## src/hdl/cq_pkg.sv

```systemverilog
// Shared types, codes and helpers for the circular queue.
`default_nettype none

package cq_pkg;

  localparam int DEPTH = 8;
  localparam int IDX_W = (DEPTH > 1) ? $clog2(DEPTH) : 1;
  localparam int CNT_W = $clog2(DEPTH + 1);

  localparam logic [1:0] CMD_ENQ  = 2'd0;
  localparam logic [1:0] CMD_DEQ  = 2'd1;
  localparam logic [1:0] CMD_SIZE = 2'd2;
  localparam logic [1:0] CMD_TRAV = 2'd3;

  localparam logic [1:0] ST_OK        = 2'd0;
  localparam logic [1:0] ST_OVERFLOW  = 2'd1;
  localparam logic [1:0] ST_UNDERFLOW = 2'd2;
  localparam logic [1:0] ST_EMPTY     = 2'd3;

  typedef struct packed {
    logic [1:0]        cmd;
    logic signed [31:0] value;
  } item_t;

  typedef struct packed {
    logic [1:0]         status;
    logic signed [31:0] data;
    logic [3:0]         occupancy;
    logic               last;
  } result_t;

  // Controller to datapath
  typedef struct packed {
    logic       enq;         // store value at tail, count up
    logic       deq;         // advance head, count down
    logic       walk_start;  // begin a traverse from head
    logic       walk_step;   // move traverse pointer on
    logic       rd_en;       // fetch one entry into the read register
    logic       rd_walk;     // fetch at traverse pointer rather than head
    logic       load_out;    // load the output register
    logic       out_mem;     // output data from the read register
    logic [1:0] out_status;
    logic       out_last;
  } cq_ctl_t;

  // Datapath to controller
  typedef struct packed {
    logic empty;
    logic full;
    logic walk_done;
    logic out_free;
  } cq_stat_t;

  function automatic logic [IDX_W-1:0] next_idx(input logic [IDX_W-1:0] idx);
    logic [IDX_W-1:0] res;
    if (idx == IDX_W'(DEPTH - 1)) begin
      res = '0;
    end else begin
      res = idx + IDX_W'(1);
    end
    return res;
  endfunction

  // Occupancy is reported in four bits, wrapping for deep queues
  function automatic logic [3:0] occ_of(input logic [CNT_W-1:0] cnt);
    logic [CNT_W+3:0] wide;
    wide = {4'b0000, cnt};
    return wide[3:0];
  endfunction

endpackage

`default_nettype wire

```

## src/hdl/cq_dp.sv

```systemverilog
// Datapath: entry memory, head/tail/count, traverse pointer and output register.
`default_nettype none

module cq_dp import cq_pkg::*; (
  input  wire logic               clk,
  input  wire logic               rst,
  input  wire cq_ctl_t            ctl,
  input  wire logic signed [31:0] value,
  output cq_stat_t                stat,
  output logic                    result_valid,
  input  wire logic               result_stall,
  output result_t                 result
);

  logic signed [31:0] mem [DEPTH];
  logic signed [31:0] rd_data;
  logic [IDX_W-1:0]   head;
  logic [IDX_W-1:0]   tail;
  logic [IDX_W-1:0]   walk;
  logic [CNT_W-1:0]   count;
  logic [CNT_W-1:0]   count_next;
  logic [CNT_W-1:0]   left;
  logic [IDX_W-1:0]   rd_addr;

  always_comb begin
    if (ctl.enq) begin
      count_next = count + CNT_W'(1);
    end else if (ctl.deq) begin
      count_next = count - CNT_W'(1);
    end else begin
      count_next = count;
    end
  end

  assign rd_addr = ctl.rd_walk ? walk : head;

  always_ff @(posedge clk) begin
    if (ctl.enq) begin
      mem[tail] <= value;
    end
    if (ctl.rd_en) begin
      rd_data <= mem[rd_addr];
    end
  end

  always_ff @(posedge clk) begin
    if (rst) begin
      head  <= '0;
      tail  <= '0;
      count <= '0;
      walk  <= '0;
      left  <= '0;
    end else begin
      count <= count_next;
      if (ctl.enq) begin
        tail <= next_idx(tail);
      end
      if (ctl.deq) begin
        head <= next_idx(head);
        left <= '0;
      end
      if (ctl.walk_start) begin
        walk <= next_idx(head);
        left <= count - CNT_W'(1);
      end else if (ctl.walk_step) begin
        walk <= next_idx(walk);
        left <= left - CNT_W'(1);
      end
    end
  end

  // Output register: hold while stalled, drop once the beat is taken
  always_ff @(posedge clk) begin
    if (rst) begin
      result_valid <= 1'b0;
    end else if (ctl.load_out) begin
      result_valid <= 1'b1;
    end else if (!result_stall) begin
      result_valid <= 1'b0;
    end
  end

  always_ff @(posedge clk) begin
    if (ctl.load_out) begin
      result.status    <= ctl.out_status;
      result.data      <= ctl.out_mem ? rd_data : 32'sd0;
      result.occupancy <= occ_of(count_next);
      result.last      <= ctl.out_last;
    end
  end

  assign stat.empty     = (count == '0);
  assign stat.full      = (count == CNT_W'(DEPTH));
  assign stat.walk_done = (left == '0);
  assign stat.out_free  = !result_valid || !result_stall;

endmodule

`default_nettype wire

```

## src/hdl/cq_ctrl.sv

```systemverilog
// Controller: decodes commands and sequences dequeue and traverse reads.
`default_nettype none

module cq_ctrl import cq_pkg::*; (
  input  wire logic       clk,
  input  wire logic       rst,
  input  wire logic       item_valid,
  output logic            item_stall,
  input  wire logic [1:0] cmd,
  input  wire cq_stat_t   stat,
  output cq_ctl_t         ctl
);

  typedef enum logic [1:0] {
    S_IDLE = 2'b01,
    S_EMIT = 2'b10
  } state_t;

  state_t state;
  state_t state_next;
  logic   take;

  assign item_stall = !((state == S_IDLE) && stat.out_free);
  assign take       = item_valid && !item_stall;

  always_comb begin
    ctl        = '0;
    ctl.out_status = ST_OK;
    state_next = state;
    unique case (state)
      S_IDLE: begin
        if (take) begin
          unique case (cmd)
            CMD_ENQ: begin
              ctl.enq        = !stat.full;
              ctl.load_out   = 1'b1;
              ctl.out_status = stat.full ? ST_OVERFLOW : ST_OK;
              ctl.out_last   = 1'b1;
            end
            CMD_DEQ: begin
              if (stat.empty) begin
                ctl.load_out   = 1'b1;
                ctl.out_status = ST_UNDERFLOW;
                ctl.out_last   = 1'b1;
              end else begin
                ctl.deq    = 1'b1;
                ctl.rd_en  = 1'b1;
                state_next = S_EMIT;
              end
            end
            CMD_SIZE: begin
              ctl.load_out = 1'b1;
              ctl.out_last = 1'b1;
            end
            CMD_TRAV: begin
              if (stat.empty) begin
                ctl.load_out   = 1'b1;
                ctl.out_status = ST_EMPTY;
                ctl.out_last   = 1'b1;
              end else begin
                ctl.walk_start = 1'b1;
                ctl.rd_en      = 1'b1;
                state_next     = S_EMIT;
              end
            end
          endcase
        end
      end
      S_EMIT: begin
        // Hand the fetched entry out and fetch the next while more remain
        if (stat.out_free) begin
          ctl.load_out = 1'b1;
          ctl.out_mem  = 1'b1;
          ctl.out_last = stat.walk_done;
          if (stat.walk_done) begin
            state_next = S_IDLE;
          end else begin
            ctl.rd_en     = 1'b1;
            ctl.rd_walk   = 1'b1;
            ctl.walk_step = 1'b1;
          end
        end
      end
      default: state_next = S_IDLE;
    endcase
  end

  always_ff @(posedge clk) begin
    if (rst) begin
      state <= S_IDLE;
    end else begin
      state <= state_next;
    end
  end

endmodule

`default_nettype wire

```

## src/hdl/circular_queue.sv

```systemverilog
// Circular queue of 32-bit signed values: top level joining controller and datapath.
//
// Channels: item (cmd, value) in, result (status, data, occupancy, last) out,
// each a valid/stall pair; a beat moves when valid is high and stall is low.
// Enqueue, size and every error case give one result beat, registered in the
// cycle after the item is taken. Dequeue gives one beat, passing through the
// entry memory read register and then the output register. Traverse gives
// one beat per held entry by the same path, the first from the head and the rest
// one per cycle while result_stall is low, with last set on the newest entry.
// A new item is taken once the previous item's final beat sits in the output
// register and that register is free or being drained in the same cycle, so
// enqueue, size and errors run at one item per cycle while result_stall is low;
// dequeue and traverse take no new item until their final beat is loaded, as the
// controller stays in its emit state, reading through the single read port.
// Reset empties the queue (head, tail and count to zero) and drops any
// pending result beat; no clearing pass is needed.
// While result_stall is high and a beat is held, that beat holds and no new
// item or traverse entry is taken.
`default_nettype none

module circular_queue import cq_pkg::*; (
  input  wire logic    clk,
  input  wire logic    rst,
  input  wire logic    item_valid,
  output logic         item_stall,
  input  wire item_t   item,
  output logic         result_valid,
  input  wire logic    result_stall,
  output result_t      result
);

  cq_ctl_t  ctl;
  cq_stat_t stat;

  cq_ctrl u_ctrl (
    .clk        (clk),
    .rst        (rst),
    .item_valid (item_valid),
    .item_stall (item_stall),
    .cmd        (item.cmd),
    .stat       (stat),
    .ctl        (ctl)
  );

  cq_dp u_dp (
    .clk          (clk),
    .rst          (rst),
    .ctl          (ctl),
    .value        (item.value),
    .stat         (stat),
    .result_valid (result_valid),
    .result_stall (result_stall),
    .result       (result)
  );

endmodule

`default_nettype wire
```

## config.mk

```make
export PLATFORM = sky130hd
export DESIGN_NAME = circular_queue
export DESIGN_NICKNAME = d
export VERILOG_FILES = /design/src/hdl/cq_pkg.sv /design/src/hdl/cq_dp.sv /design/src/hdl/cq_ctrl.sv /design/src/hdl/circular_queue.sv
export SDC_FILE = /design/constraint.sdc
export NUM_CORES = 1
export LEC_CHECK = 0
export ABC_CLOCK_PERIOD_IN_PS = 5800
export CELL_PAD_IN_SITES_DETAIL_PLACEMENT = 1
export CELL_PAD_IN_SITES_GLOBAL_PLACEMENT = 1
export CORE_ASPECT_RATIO = 1.75
export CORE_MARGIN = 5
export CORE_UTILIZATION = 35
export CTS_CLUSTER_SIZE = 12
export DETAILED_ROUTE_END_ITERATION = 12
export DONT_BUFFER_PORTS = 1
export GPL_TIMING_DRIVEN = 0
export PLACE_DENSITY_LB_ADDON = 0.1
export SLEW_MARGIN = 10
export SYNTH_ARGS = -nofsm -noshare
export SYNTH_HDL_FRONTEND = slang
export SYNTH_SLANG_ARGS = --single-unit
```

## constraint.sdc

```tcl
create_clock -name clk -period 5.8 [get_ports clk]
set_input_delay 0 -clock clk [delete_from_list [all_inputs] [get_ports clk]]
set_output_delay 0 -clock clk [all_outputs]
set_load 0.05 [all_outputs]
```

# Word level (Yosys, flattened, before mapping)
# Memory sizes are Yosys's and may differ from the RTL's. A register that Yosys moved wholly into a read port is not among the register bits.
# Index checks and enable logic that the tools add are counted.
totals:
  input_bits: 38
  n_memories: 1
  register_bits: 59
  output_inout_bits: 41
  mem_bits_rw: 256
  wordCells: 96
op_classes:
  mux: 47
  n_reduce_logical: 16
  add_sub_neg: 6
  n_eq_ne: 15
memory_table:
  columns: ["name", "depth", "width", "rd", "rd_ports_with_merged_regs", "wr", "line", "text"]
  rows:
  - ["u_dp.mem", 8, 32, 1, 1, 1, "cq_dp.sv:15", "logic signed [31:0] mem [DEPTH];"]
ops:
  columns: ["cell", "count"]
  rows:
  - ["2-to-1 mux 3 bit", 11]
  - ["2-to-1 mux 4 bit", 5]
  - ["2-to-1 mux 1 bit", 18]
  - ["2-to-1 mux 2 bit", 5]
  - ["adder 3 x 1 -> 3 bit, second input constant", 3]
  - ["== test 3 bit, second input constant", 3]
  - ["zero test 4 bit", 2]
  - ["inequality test 2 x 1 -> 1 bit, second input constant", 4]
  - ["one-hot mux 1 bit (2 select lines)", 4]
  - ["subtractor 4 x 1 -> 4 bit, second input constant", 2]
  - ["== test 2 bit, second input constant", 3]
  - ["one-hot mux 2 bit (3 select lines)", 1]
  - ["2-to-1 mux 5 bit", 1]
  - ["AND reduction 5 bit", 1]
  - ["adder 4 x 1 -> 4 bit, second input constant", 1]
  - ["== test 2 x 1 -> 1 bit, second input constant", 2]
  - ["== test 4 bit, second input constant", 1]
  - ["zero test 1 bit", 4]
  - ["inequality test 2 bit, second input constant", 2]
  - ["one-hot mux 2 bit (2 select lines)", 1]
  - ["OR reduction 2 bit", 2]
  - ["one-hot mux 1 bit (3 select lines)", 1]
  - ["nonzero test 3 bit", 1]
  - ["logical AND 1 bit", 2]
  - ["4 further kinds", 4]

# Depth between registers and ports, before layout
# Gate-level depths: netlist of run 1.
logic_depth:
  word_depth: 9
  ltp_mapped: 10
  depth_no_buf: 7

# By module
# From an unflattened synthesis of run 1, not the netlist that was laid out.
unflattened:
  hier_cells: 998
  hier_area_um2: 13822.0
by_module_without_submodules:
  columns: ["mod", "cells_each", "instances", "area_per_inst_um2", "seq_area_each_um2"]
  rows:
  - ["cq_dp", 963, 1, 13585.5, 10179.8]
  - ["cq_ctrl", 35, 1, 236.5, 40.0]

# Worst setup path after synthesis of run 1
# OpenSTA, ideal clock, no wires.
synth_timing:
  kind: "reg2reg"
  start: "reg u_dp.result_valid"
  end: "mem u_dp.mem[0][0] (enable)"
  arrival_time_ns: 3.698
  n_path_buf: 1
  slack_ns: 1.641
  setup_ns: 0.461
  path_stages_with_launch: 6
  period_less_slack_ns: 4.159
  t_required_ns: 5.339
  path_cell_list: "dfxtp_1 > a21boi_2 > o2111ai_1 > buf_2 > or2_2 > nor3_1"
synth_via:
  elab_chain_cells: 8
synth_lines:
  columns: ["item", "line", "text"]
  rows:
  - ["start, declared", "cq_dp.sv:10", "output logic result_valid,"]
  - ["start signal, assigned", "cq_dp.sv:75", "result_valid <= 1'b0;"]
  - ["start signal, assigned", "cq_dp.sv:77", "result_valid <= 1'b1;"]
  - ["start signal, assigned", "cq_dp.sv:79", "result_valid <= 1'b0;"]
  - ["zero test 1 bit", "cq_dp.sv:95", "assign stat.out_free = !result_valid || !result_stall;"]
  - ["logical OR 1 bit", "cq_dp.sv:95", null]
  - ["logical AND 1 bit", "cq_ctrl.sv:23", "assign item_stall = !((state == S_IDLE) && stat.out_free);"]
  - ["logical AND 1 bit", "cq_ctrl.sv:24", "assign take = item_valid && !item_stall;"]
  - ["2-to-1 mux 3 bit", "cq_ctrl.sv:32", "if (take) begin"]
  - ["2-to-1 mux 3 bit", "cq_ctrl.sv:30", "unique case (state)"]
  - ["2-to-1 mux 1 bit", "cq_dp.sv:38", "if (ctl.enq) begin"]
  - ["2-to-1 mux 1 bit (not written as such)", "cq_dp.sv:39", "mem[tail] <= value;"]
  - ["end, declared", "cq_dp.sv:15", null]
# Every way passes these cells.

# Worst setup path in the final report of run 1
layout_timing:
  start: "reg u_dp.result_valid"
  end: "mem u_dp.mem[4][7] (enable)"
# The elaborated chain is that of the path after synthesis.

==> results.yml, run 1 <==
yosys:
  synth_warnings: 0
  netlist.area_leader.share: 0.6343
  synth_area_leader_cell: "edfxtp_1"
  synthArstFlopShare: 0
  synth_cell_type_count: 48
  syn_area_um2: 15480
  synth_area_leaders: "edfxtp_1 (63%), nand2b_1 (5.3%), mux2i_1 (4.3%), a311oi_1 (3.7%), a211oi_1 (3.2%)"
  synth_seq_cells: 347
  synth_area_per_cell_um2: 13.58
  postSynthCellCount: 1140
  synth_edf_count: 327
  synth-main-ff-cell: "edfxtp_1"
  syn_nets: 1190
  seq_area_frac_synth: 0.6602
global_route:
  gr-usage-all-layers: 0.1946
  grt_pass1_vias: 10997
  grt_pass1_wl_mm: 71.55
  grt_remaining_overflow: 0
  grt_max_degree: 23
  antenna_found_initial: 2
min_path:
  hold_depth: 3
  hold_class: "in -> reg"
placed_design:
  dp_hpwl_mm: 33.12
  place_congestion: 0.7628
  io_buffers: 0
  place_area_um2: 16520
  dp_slack_ns: 2.579
  dp.cells: 1728
timing:
  finalSetupTns_ns: 0
  post-route-period-util: 0.5568
  worst_slew_pin_slew_ns: 0.9337
  slew_headroom: 0.3746
  hold_viol_final: 0
  final.setup_skew_ns: 0.02555
  fin_ws_ns: 2.570
  max_freq_mhz: 309.6
  slew_viol_final: 0
  setup_viol: 0
  period_needed_ns: 3.230
  rsz0062_at_grt: "false"
critical_path:
  path_cells: "a21boi_2, o2111ai_1, buf_2, inv_1, nand2_1, nor3_2, buf_4, buf_4"
  crit_arrival_ns: 3.47
  path_max_fanout: 10
  cpPeakStageDelay_ns: 0.66
  required_ns: 6.04
  r2r_setup_slack_ns: 2.57
  cp_slowest_cell: "nor3_2"
  end_kind: "flip-flop"
  rr_worst_depth: 8
  crit_path_frequent_cell: "buf_4"
  critPathLaunchType: "flip-flop"
  path_class: "reg -> reg"
clocking:
  postCtsSetupBuffers: 0
  cts_sinks: 347
  clkLatencyLatePin_ns: 0.53
  numCtsBuffers: 37
  ctsLongestPathBuffers: 3
  htree_levels: 2
  cts-root-buf: "clkbuf_16"
  cts_tree: "done"
  cts.clk_slew.worst_paths_ns: 0.06
route:
  vias: 10047
  drt_iter0_drc: 542
  routed_via_density: 5.499
  post-route-drc-count: 0
  wl_per_cell_um: 25.94
  postRouteAntennaNets: 0
  wirelength_mm: 47.40
  first_pass_iters: 7
floorplanning:
  core_um2: 44030
  initial_core_util: 0.3516
  die_h_um: 288.2
  ios: 79
  die_area_um2: 48700
  rows: 102
  fp.dieW_um: 169.0
finish:
  fin_area_um2: 17970
  layout_common_cells: "edfxtp_1 (327), nand2b_1 (130), nand2_1 (87)"
  final_layout_size_suffix_gt1_frac: 0.1045
  n_fill_cell: 4520
  final_common_cell: "edfxtp_1"
  final_cells: 1827
  nNetsFinal: 1283
  area_delta_synth_final_pct: 16.12
pwr:
  p_leak_nw: 6.060
  finalPower_mw: 6.177
  ir_drop_mv: 0.2799
  p_per_area_nw_per_um2: 343.7
job:
  cap_violations: 0
run_status:
  status: "finished clean"
==> report_power, final <==
part | internal [mW] | switching [mW] | total, mW
registers | 2.95 | 0.473 | 3.42
logic | 0.164 | 0.402 | 0.566
clock network | 1.24 | 0.953 | 2.19
total | 4.35 | 1.83 | 6.18
==> layout make-up <==
| cell class | instances | area, um2 | share of cell area |
|---|---|---|---|
| antenna | 2 | 5.005 | 0.0002784 |
| buffer | 93 | 480.5 | 0.02673 |
| clock buffer | 47 | 984.7 | 0.05478 |
| clock inverter | 12 | 88.84 | 0.004942 |
| inverter | 14 | 52.55 | 0.002924 |
| multi-input combinational | 686 | 4790 | 0.2665 |
| sequential | 347 | 10220 | 0.5686 |
| tap | 572 | 715.7 | 0.03982 |
| timing repair buffer | 54 | 638.1 | 0.03550 |
==> metrics by stage <==
step | hold WS (ns) | utilization
after detailed placement | 0.09942 | 0.3751
after floorplan | 0.09887 | -
after global routing | 0.05036 | 0.4082
after CTS | 0.008164 | 0.4081
final | 0.01180 | 0.4082
after global placement | 0.09943 | 0.3678
==> flip-flops by register name (all words and copies together), names as in the netlist <==
register / flops
u_dp.result: 39
u_dp.head: 3
u_dp.rd_data: 32
u_ctrl.state: 2
u_dp.tail: 3
u_dp.left: 4
u_dp.count: 4
u_dp.mem: 256
u_dp.result_valid: 1
u_dp.walk: 3
==> cell usage after synthesis, drive strengths merged (5+ instances only) <==
cell      n
ha       12
dfxtp    20
nor3     11
a311oi   66
o22a     32
a31oi     6
nand3     5
nor2     23
buf      51
inv      14
and2     33
o221ai   32
nand2    88
mux2i    66
nand2b  131
a211oi   65
clkbuf   42
o21ai     5
edfxtp  327
a21oi    77
==> worst paths after layout <==
kind                     start             end
min reg2reg       u_dp.tail[2]    u_dp.tail[2]
max          u_dp.result_valid  u_dp.mem[4][7]
max reg2reg  u_dp.result_valid  u_dp.mem[4][7]
min                   item[33]    u_dp.head[1]
==> worst max-delay path, delay by kind of cell (launching register included) <==
family                 cells  cell delay, ns
AND/OR/NAND/NOR            2            0.87
flip-flops                 1            0.53
buffers and inverters      4            0.90
AO/OA/AOI/OAI              2            0.63
==> routing by layer <==
layer	global-route usage	wire [um]	up-vias
li1	-	-	4594
met1	0.2214	18150	5184
met2	0.3748	26540	194
met3	0.02616	1453	75
met4	0.05841	1256	0
met5	0	0	-
==> cell families (layout without fill, tap and decap cells) <==
group | Yosys count | count (layout) | share of synthesized area
compound gates | 296 | 296 | 0.1422
simple gates | 304 | 304 | 0.1061
flops | 347 | 347 | 0.6602
other cells | 0 | 2 | 0
xor+xnor | 7 | 7 | 0.003961
mux | 67 | 67 | 0.04340
fa+ha+maj | 12 | 12 | 0.009699
buf+inv | 107 | 220 | 0.03443
==> what timing repair did <==
action / 4_1_cts / 5_1_grt
gates resized for setup: 0 / 0
hold endpoints to repair: 272 / 0
hold buffers: 38 / 0
Note: power is estimated with default switching activity, not from simulation.
==> inputs of run 2 (changes only) <==
--- a/config.mk
+++ b/config.mk
@@ -5,7 +5,7 @@
 export SDC_FILE = /design/constraint.sdc
 export NUM_CORES = 1
 export LEC_CHECK = 0
-export ABC_CLOCK_PERIOD_IN_PS = 5800
+export ABC_CLOCK_PERIOD_IN_PS = 3110
 export CELL_PAD_IN_SITES_DETAIL_PLACEMENT = 1
 export CELL_PAD_IN_SITES_GLOBAL_PLACEMENT = 1
 export CORE_ASPECT_RATIO = 1.75
==> constraint.sdc (replaced) <==
create_clock -name clk -period 3.11 [get_ports clk]
set_input_delay 0 -clock clk [delete_from_list [all_inputs] [get_ports clk]]
set_output_delay 0 -clock clk [all_outputs]
set_load 0.05 [all_outputs]
==> run 2 against run 1 <==
Net effect:
- routed wire length increased by 0.43%
- clock skew is 0.013 ns lower
- register-to-register slack worse by 2.4 ns
- design area grew 1.1%
- sequential share of layout area is 0.59 points lower
- largest cell class unchanged
==> results.yml, run 2 (synthesis gave the netlist of run 1 again) <==
pwr:
  p_switching_mw: 3.422
  pwr-share-comb: 0.092
  p_per_area_nw_per_um2: 639.4
  internal_power_mw: 8.192
  swShare: 0.2946
  finalPower_mw: 11.61
  seq_power_share: 0.550
  p_clk_frac: 0.358
  ir_drop_mv: 0.4400
  p_leak_nw: 6.122
placed_design:
  io_buffers: 0
  dp_hpwl_mm: 33.28
  place_congestion: 0.7760
  dp_slack_ns: -0.04680
finish:
  regArea_um2: 10220
  n_fill_cell: 4507
  multiInputGateArea_um2: 4822
  antenna_cells: 0
  largest_register: "u_dp.mem"
  nNetsFinal: 1287
  top_regs: "u_dp.mem: 256 flops, u_dp.result: 39 flops, u_dp.rd_data: 32 flops"
  layout_common_cells: "edfxtp_1 (327), nand2b_1 (130), nand2_1 (87)"
  largest_register_ffs: 256
  post-route-util: 0.4125
  final_layout_size_suffix_gt1_frac: 0.1107
  area_delta_synth_final_pct: 17.34
  final_common_cell: "edfxtp_1"
timing:
  max_freq_mhz: 335.6
  fin_ws_ns: 0.1305
  setup_viol: 0
  period_needed_ns: 2.979
  slew_headroom: 0.4911
  post-route-period-util: 0.9580
  worst_slew_pin_slew_ns: 0.7623
  hold_viol_final: 0
  slew_viol_final: 0
  final.setup_skew_ns: 0.01207
critical_path:
  crit_arrival_ns: 3.20
  end_kind: "flip-flop"
  r2r_setup_slack_ns: 0.13
  path_max_fanout: 17
  required_ns: 3.33
  critPathLaunchType: "flip-flop"
  path_class: "reg -> reg"
global_route:
  grt_pass1_wl_mm: 70.99
  antenna_found_initial: 0
  grt_pass1_vias: 11251
  grt_remaining_overflow: 0
  gr-usage-all-layers: 0.1935
  grt_max_degree: 24
clocking:
  cts-root-buf: "clkbuf_16"
  clkLatencyLatePin_ns: 0.53
  ctsLongestPathBuffers: 3
  htree_levels: 2
  numCtsBuffers: 37
  cts_tree: "done"
  cts_sinks: 347
  cts.clk_slew.worst_paths_ns: 0.06
route:
  routed_via_density: 5.530
  first_pass_iters: 5
  drt_iter0_drc: 533
  wl_per_cell_um: 26.04
  vias: 10108
  post-route-drc-count: 0
  wirelength_mm: 47.60
  postRouteAntennaNets: 0
job:
  cap_violations: 0
floorplanning:
  die_h_um: 288.2
  ios: 79
  fp.dieW_um: 169.0
  die_area_um2: 48700
  core_um2: 44030
  rows: 102
  initial_core_util: 0.3516
min_path:
  hold_class: "in -> reg"
run_status:
  status: "finished clean"
-- run 2: repair_timing --
| item | 4_1_cts | 5_1_grt |
|---|---|---|
| hold buffers | 39 | 0 |
| endpoints found under the hold margin | 276 | 0 |
| resized for setup | 3 | 1 |
| cloned | 0 | 0 |
| pin swaps | 0 | 3 |
| endpoints found under the setup margin | 13 | 52 |
| setup buffers | 0 | 5 |
-- run 2: path summary, 6_finish.rpt --
check / start / depth (start not counted) / endpoint
max reg2reg: u_dp.result_valid / 6 / u_dp.rd_data[1]
min: item[32] / 4 / u_dp.head[2]
min reg2reg: u_dp.tail[2] / 2 / u_dp.tail[2]
max: u_dp.result_valid / 6 / u_dp.rd_data[1]
-- run 2: power by group through the flow --
stage          sequential, mW  clock, mW  combinational [mW]
6_report                 6.39       4.16                1.07
5_1_grt                  6.42       4.45                1.16
4_1_cts                  6.40       4.29                1.10
3_5_place_dp             6.49          0                1.00
3_3_place_gp             6.51          0               0.918
2_1_floorplan            6.45          0               0.591
-- run 2: critical path, cell delays in order (launching register included) --
cell	delay, ns
dfxtp_1	0.55
a21boi_4	0.53
nand2_4	0.23
buf_4	0.25
and2_1	0.24
nor2_4	0.56
buf_12	0.27
-- run 2: area by class of cell --
| class | instances | share of cell area |
|---|---|---|
| flip-flops and latches | 347 | 0.5626 |
| multi-input cells | 686 | 0.2655 |
| clock buffers | 50 | 0.05828 |
| repair buffers | 58 | 0.04243 |
| well taps | 572 | 0.03940 |
| plain buffers | 93 | 0.02652 |
| inverters | 14 | 0.002893 |
| clock inverters | 8 | 0.002342 |
-- run 2: routing by layer --
metal	part of all wire	global-route usage
met1	0.38	0.2132
met2	0.57	0.3800
met3	0.027	0.02273
met4	0.028	0.06344
met5	0	0
-- run 2: through the flow --
| step | setup TNS, ns | hold WS, ns | cells | cell area, um2 |
|---|---|---|---|---|
| 3_5_place_dp | -0.1429 | 0.09930 | 1726 | 16580 |
| 5_1_grt | -0.01576 | 0.1055 | 1828 | 18160 |
| 3_3_place_gp | -581.03 | 0.09942 | 1712 | 16210 |
| 2_1_floorplan | -23.38 | 0.09887 | 1140 | 15490 |
| 6_report | 0 | 0.05210 | 1828 | 18160 |
| 4_1_cts | 0 | 0.02854 | 1823 | 18080 |
==> inputs of run 3 (changes only) <==
--- a/config.mk
+++ b/config.mk
@@ -5,6 +5,7 @@
 export SDC_FILE = /design/constraint.sdc
 export NUM_CORES = 1
 export LEC_CHECK = 0
+export ABC_AREA = 1
 export ABC_CLOCK_PERIOD_IN_PS = 3110
 export CELL_PAD_IN_SITES_DETAIL_PLACEMENT = 1
 export CELL_PAD_IN_SITES_GLOBAL_PLACEMENT = 1
==> run 3 against run 2 <==
Net effect:
- highest routed layer unchanged
- global-route usage down 1.6 points
- via count rose by 1.2%
- die area fell by 2.2%
- area after synthesis shrank 2.3%
- worst hold slack better by 0.22 ns
- total power decreased by 13%
- cell count rose by 18%
- largest power group unchanged
- sequential cell count is the same
- fmax increased by 3.2%
- synthesized cell count up 29%
==> results.yml, run 3 <==
timing:
  period_needed_ns: 2.886
  hold_viol_final: 0
  max_freq_mhz: 346.4
  final.setup_skew_ns: 0.01443
  rsz0062_at_grt: "false"
  post-route-period-util: 0.9281
  worst_slew_pin_slew_ns: 0.8367
  setup_viol: 0
  slew_viol_final: 0
  finalSetupTns_ns: 0
  slew_headroom: 0.4422
  whs_ns: 0.2684
yosys:
  synth_most_common_cell: "edfxtp_1"
  synth_area_leader_cell: "edfxtp_1"
  synth-main-ff-cell: "edfxtp_1"
  synth_edf_count: 327
  syn_area_um2: 15130
  netlist.area_leader.share: 0.6492
  synth_area_leaders: "edfxtp_1 (65%), nand3_1 (10%), inv_1 (7.9%), nand2_1 (7.8%), dfxtp_1 (2.6%)"
  synthArstFlopShare: 0
  synth_cell_type_count: 27
  synth_seq_cells: 347
  postSynthCellCount: 1471
  syn_nets: 1521
  synthTopCellsByCount: "edfxtp_1 (327), inv_1 (320), nand2_1 (313)"
  synth_warnings: 0
  seq_area_frac_synth: 0.6757
  synth_area_per_cell_um2: 10.28
global_route:
  grt_pass1_vias: 10866
  grt_max_degree: 24
  grt_pass1_wl_mm: 64.54
  antenna_found_initial: 2
  gr-usage-all-layers: 0.1774
  grt_remaining_overflow: 0
placed_design:
  dp_hpwl_mm: 29.55
  place_congestion: 0.7412
  place_area_um2: 16160
  io_buffers: 0
floorplanning:
  die_area_um2: 47640
  core_um2: 42670
  initial_core_util: 0.3545
  fp.dieW_um: 167.1
  die_h_um: 285.0
  ios: 79
  rows: 100
finish:
  final_common_cell: "edfxtp_1"
  regArea_um2: 10220
  largest_register: "u_dp.mem"
  nNetsFinal: 1620
  layout_common_cells: "edfxtp_1 (327), inv_1 (319), nand2_1 (313)"
  multiInputGateArea_um2: 3470
  fin_area_um2: 17650
  largest_register_ffs: 256
  top_regs: "u_dp.mem: 256 flops, u_dp.result: 39 flops, u_dp.rd_data: 32 flops"
  final_layout_size_suffix_gt1_frac: 0.08176
  post-route-util: 0.4136
  n_fill_cell: 4724
  area_delta_synth_final_pct: 16.68
clocking:
  cts_sinks: 347
  htree_levels: 2
  numCtsBuffers: 37
  cts.clk_slew.worst_paths_ns: 0.06
  cts-root-buf: "clkbuf_16"
  cts_tree: "done"
  clkLatencyLatePin_ns: 0.53
  ctsLongestPathBuffers: 3
run_status:
  status: "finished clean"
critical_path:
  cp_slowest_cell: "dfxtp_1"
  critPathLaunchType: "flip-flop"
  critPathBufInv: 2
  end_kind: "flip-flop"
  required_ns: 3.33
  path_delay_family: "simple AND/OR/NAND/NOR gates"
  crit_arrival_ns: 3.11
  path_class: "reg -> reg"
  path_max_fanout: 13
  cpPeakStageDelay_ns: 0.50
  path_cells: "nand2_1, nand3_2, nor2_2, inv_2, or2_2, nor3_4, buf_8"
pwr:
  ir_drop_mv: 0.3363
  p_per_area_nw_per_um2: 574.4
  finalPower_mw: 10.14
  p_leak_nw: 7.620
route:
  postRouteAntennaNets: 0
  post-route-drc-count: 0
  routed_via_density: 4.750
  wl_per_cell_um: 19.73
  vias: 10227
  wirelength_mm: 42.49
  first_pass_iters: 5
  drt_iter0_drc: 415
job:
  cap_violations: 0
min_path:
  hold_class: "in -> reg"
[run 3: changes by cell type in the layout (fill, tap and decap cells not counted), moves of 33 or more]
| cell | previous run | this run |
|---|---|---|
| a211oi_1 | 65 | 0 |
| a21oi_1 | 77 | 19 |
| a311oi_1 | 66 | 0 |
| and2_1 | 33 | 0 |
| inv_1 | 13 | 319 |
| mux2i_1 | 66 | 0 |
| nand2_1 | 87 | 313 |
| nand2b_1 | 130 | 0 |
| nand3_1 | 5 | 305 |
[run 3: path summary, 6_finish.rpt]
kind,slack [ns],to,from,depth (start not counted)
setup / recovery,0.22,u_dp.mem[2][16],u_dp.result_valid,7
hold / removal,0.27,u_dp.left[3],rst,2
setup reg to reg,0.22,u_dp.mem[2][16],u_dp.result_valid,7
hold reg to reg,0.47,u_dp.left[1],u_dp.left[1],2
[run 3: power breakdown]
| part | leakage (nW) | switching, mW | internal [mW] |
|---|---|---|---|
| Combinational | 3.95 | 0.398 | 0.164 |
| Sequential | 3.14 | 0.294 | 5.26 |
| Clock | 0.524 | 1.75 | 2.26 |
| Total | 7.62 | 2.45 | 7.69 |
[run 3: final cells by class]
class                      count  area share
buffer                        65     0.01687
antenna                        2   0.0002836
multi-input combinational    737      0.1966
clock inverter                14    0.003616
tap                          561     0.03977
clock buffer                  45     0.05658
inverter                     322     0.06849
sequential                   347      0.5791
timing repair buffer          60     0.03871
[run 3: per-stage QoR]
step | worst slack [ns] | std cells
2_1_floorplan | -0.7615 | 1471
3_3_place_gp | -3.667 | 2032
3_5_place_dp | 0.02042 | 2050
4_1_cts | 0.05645 | 2150
5_1_grt | 0.05435 | 2152
6_report | 0.2235 | 2153
[run 3: repair_timing]
action | in CTS | in global routing
endpoints found under the setup margin | 3 | 16
gates resized for setup | 0 | 0
hold buffers | 38 | 0
endpoints found under the hold margin | 281 | 0
buffers inserted | 3 | 1
pin swaps | 1 | 1
[run 3: cells by family (layout without fill, tap and decap cells)]
| kind of cell | after synthesis | in the layout | share of synthesized area |
|---|---|---|---|
| XOR/XNOR | 5 | 5 | 0.002896 |
| AND/OR/NAND/NOR | 686 | 686 | 0.1989 |
| flip-flops | 347 | 347 | 0.6757 |
| buffers and inverters | 387 | 506 | 0.09960 |
| adder cells (fa/ha/maj) | 12 | 12 | 0.009926 |
| other | 0 | 2 | 0 |
| AO/OA/AOI/OAI | 34 | 34 | 0.01299 |
[run 3: routing by layer]
metal / vias to the layer above / wire [um] / global-route usage
li1: 4957 / - / -
met5: - / 0 / 0
met4: 0 / 1292 / 0.05990
met3: 80 / 1346 / 0.02426
met2: 175 / 23370 / 0.3414
met1: 5015 / 16480 / 0.1988
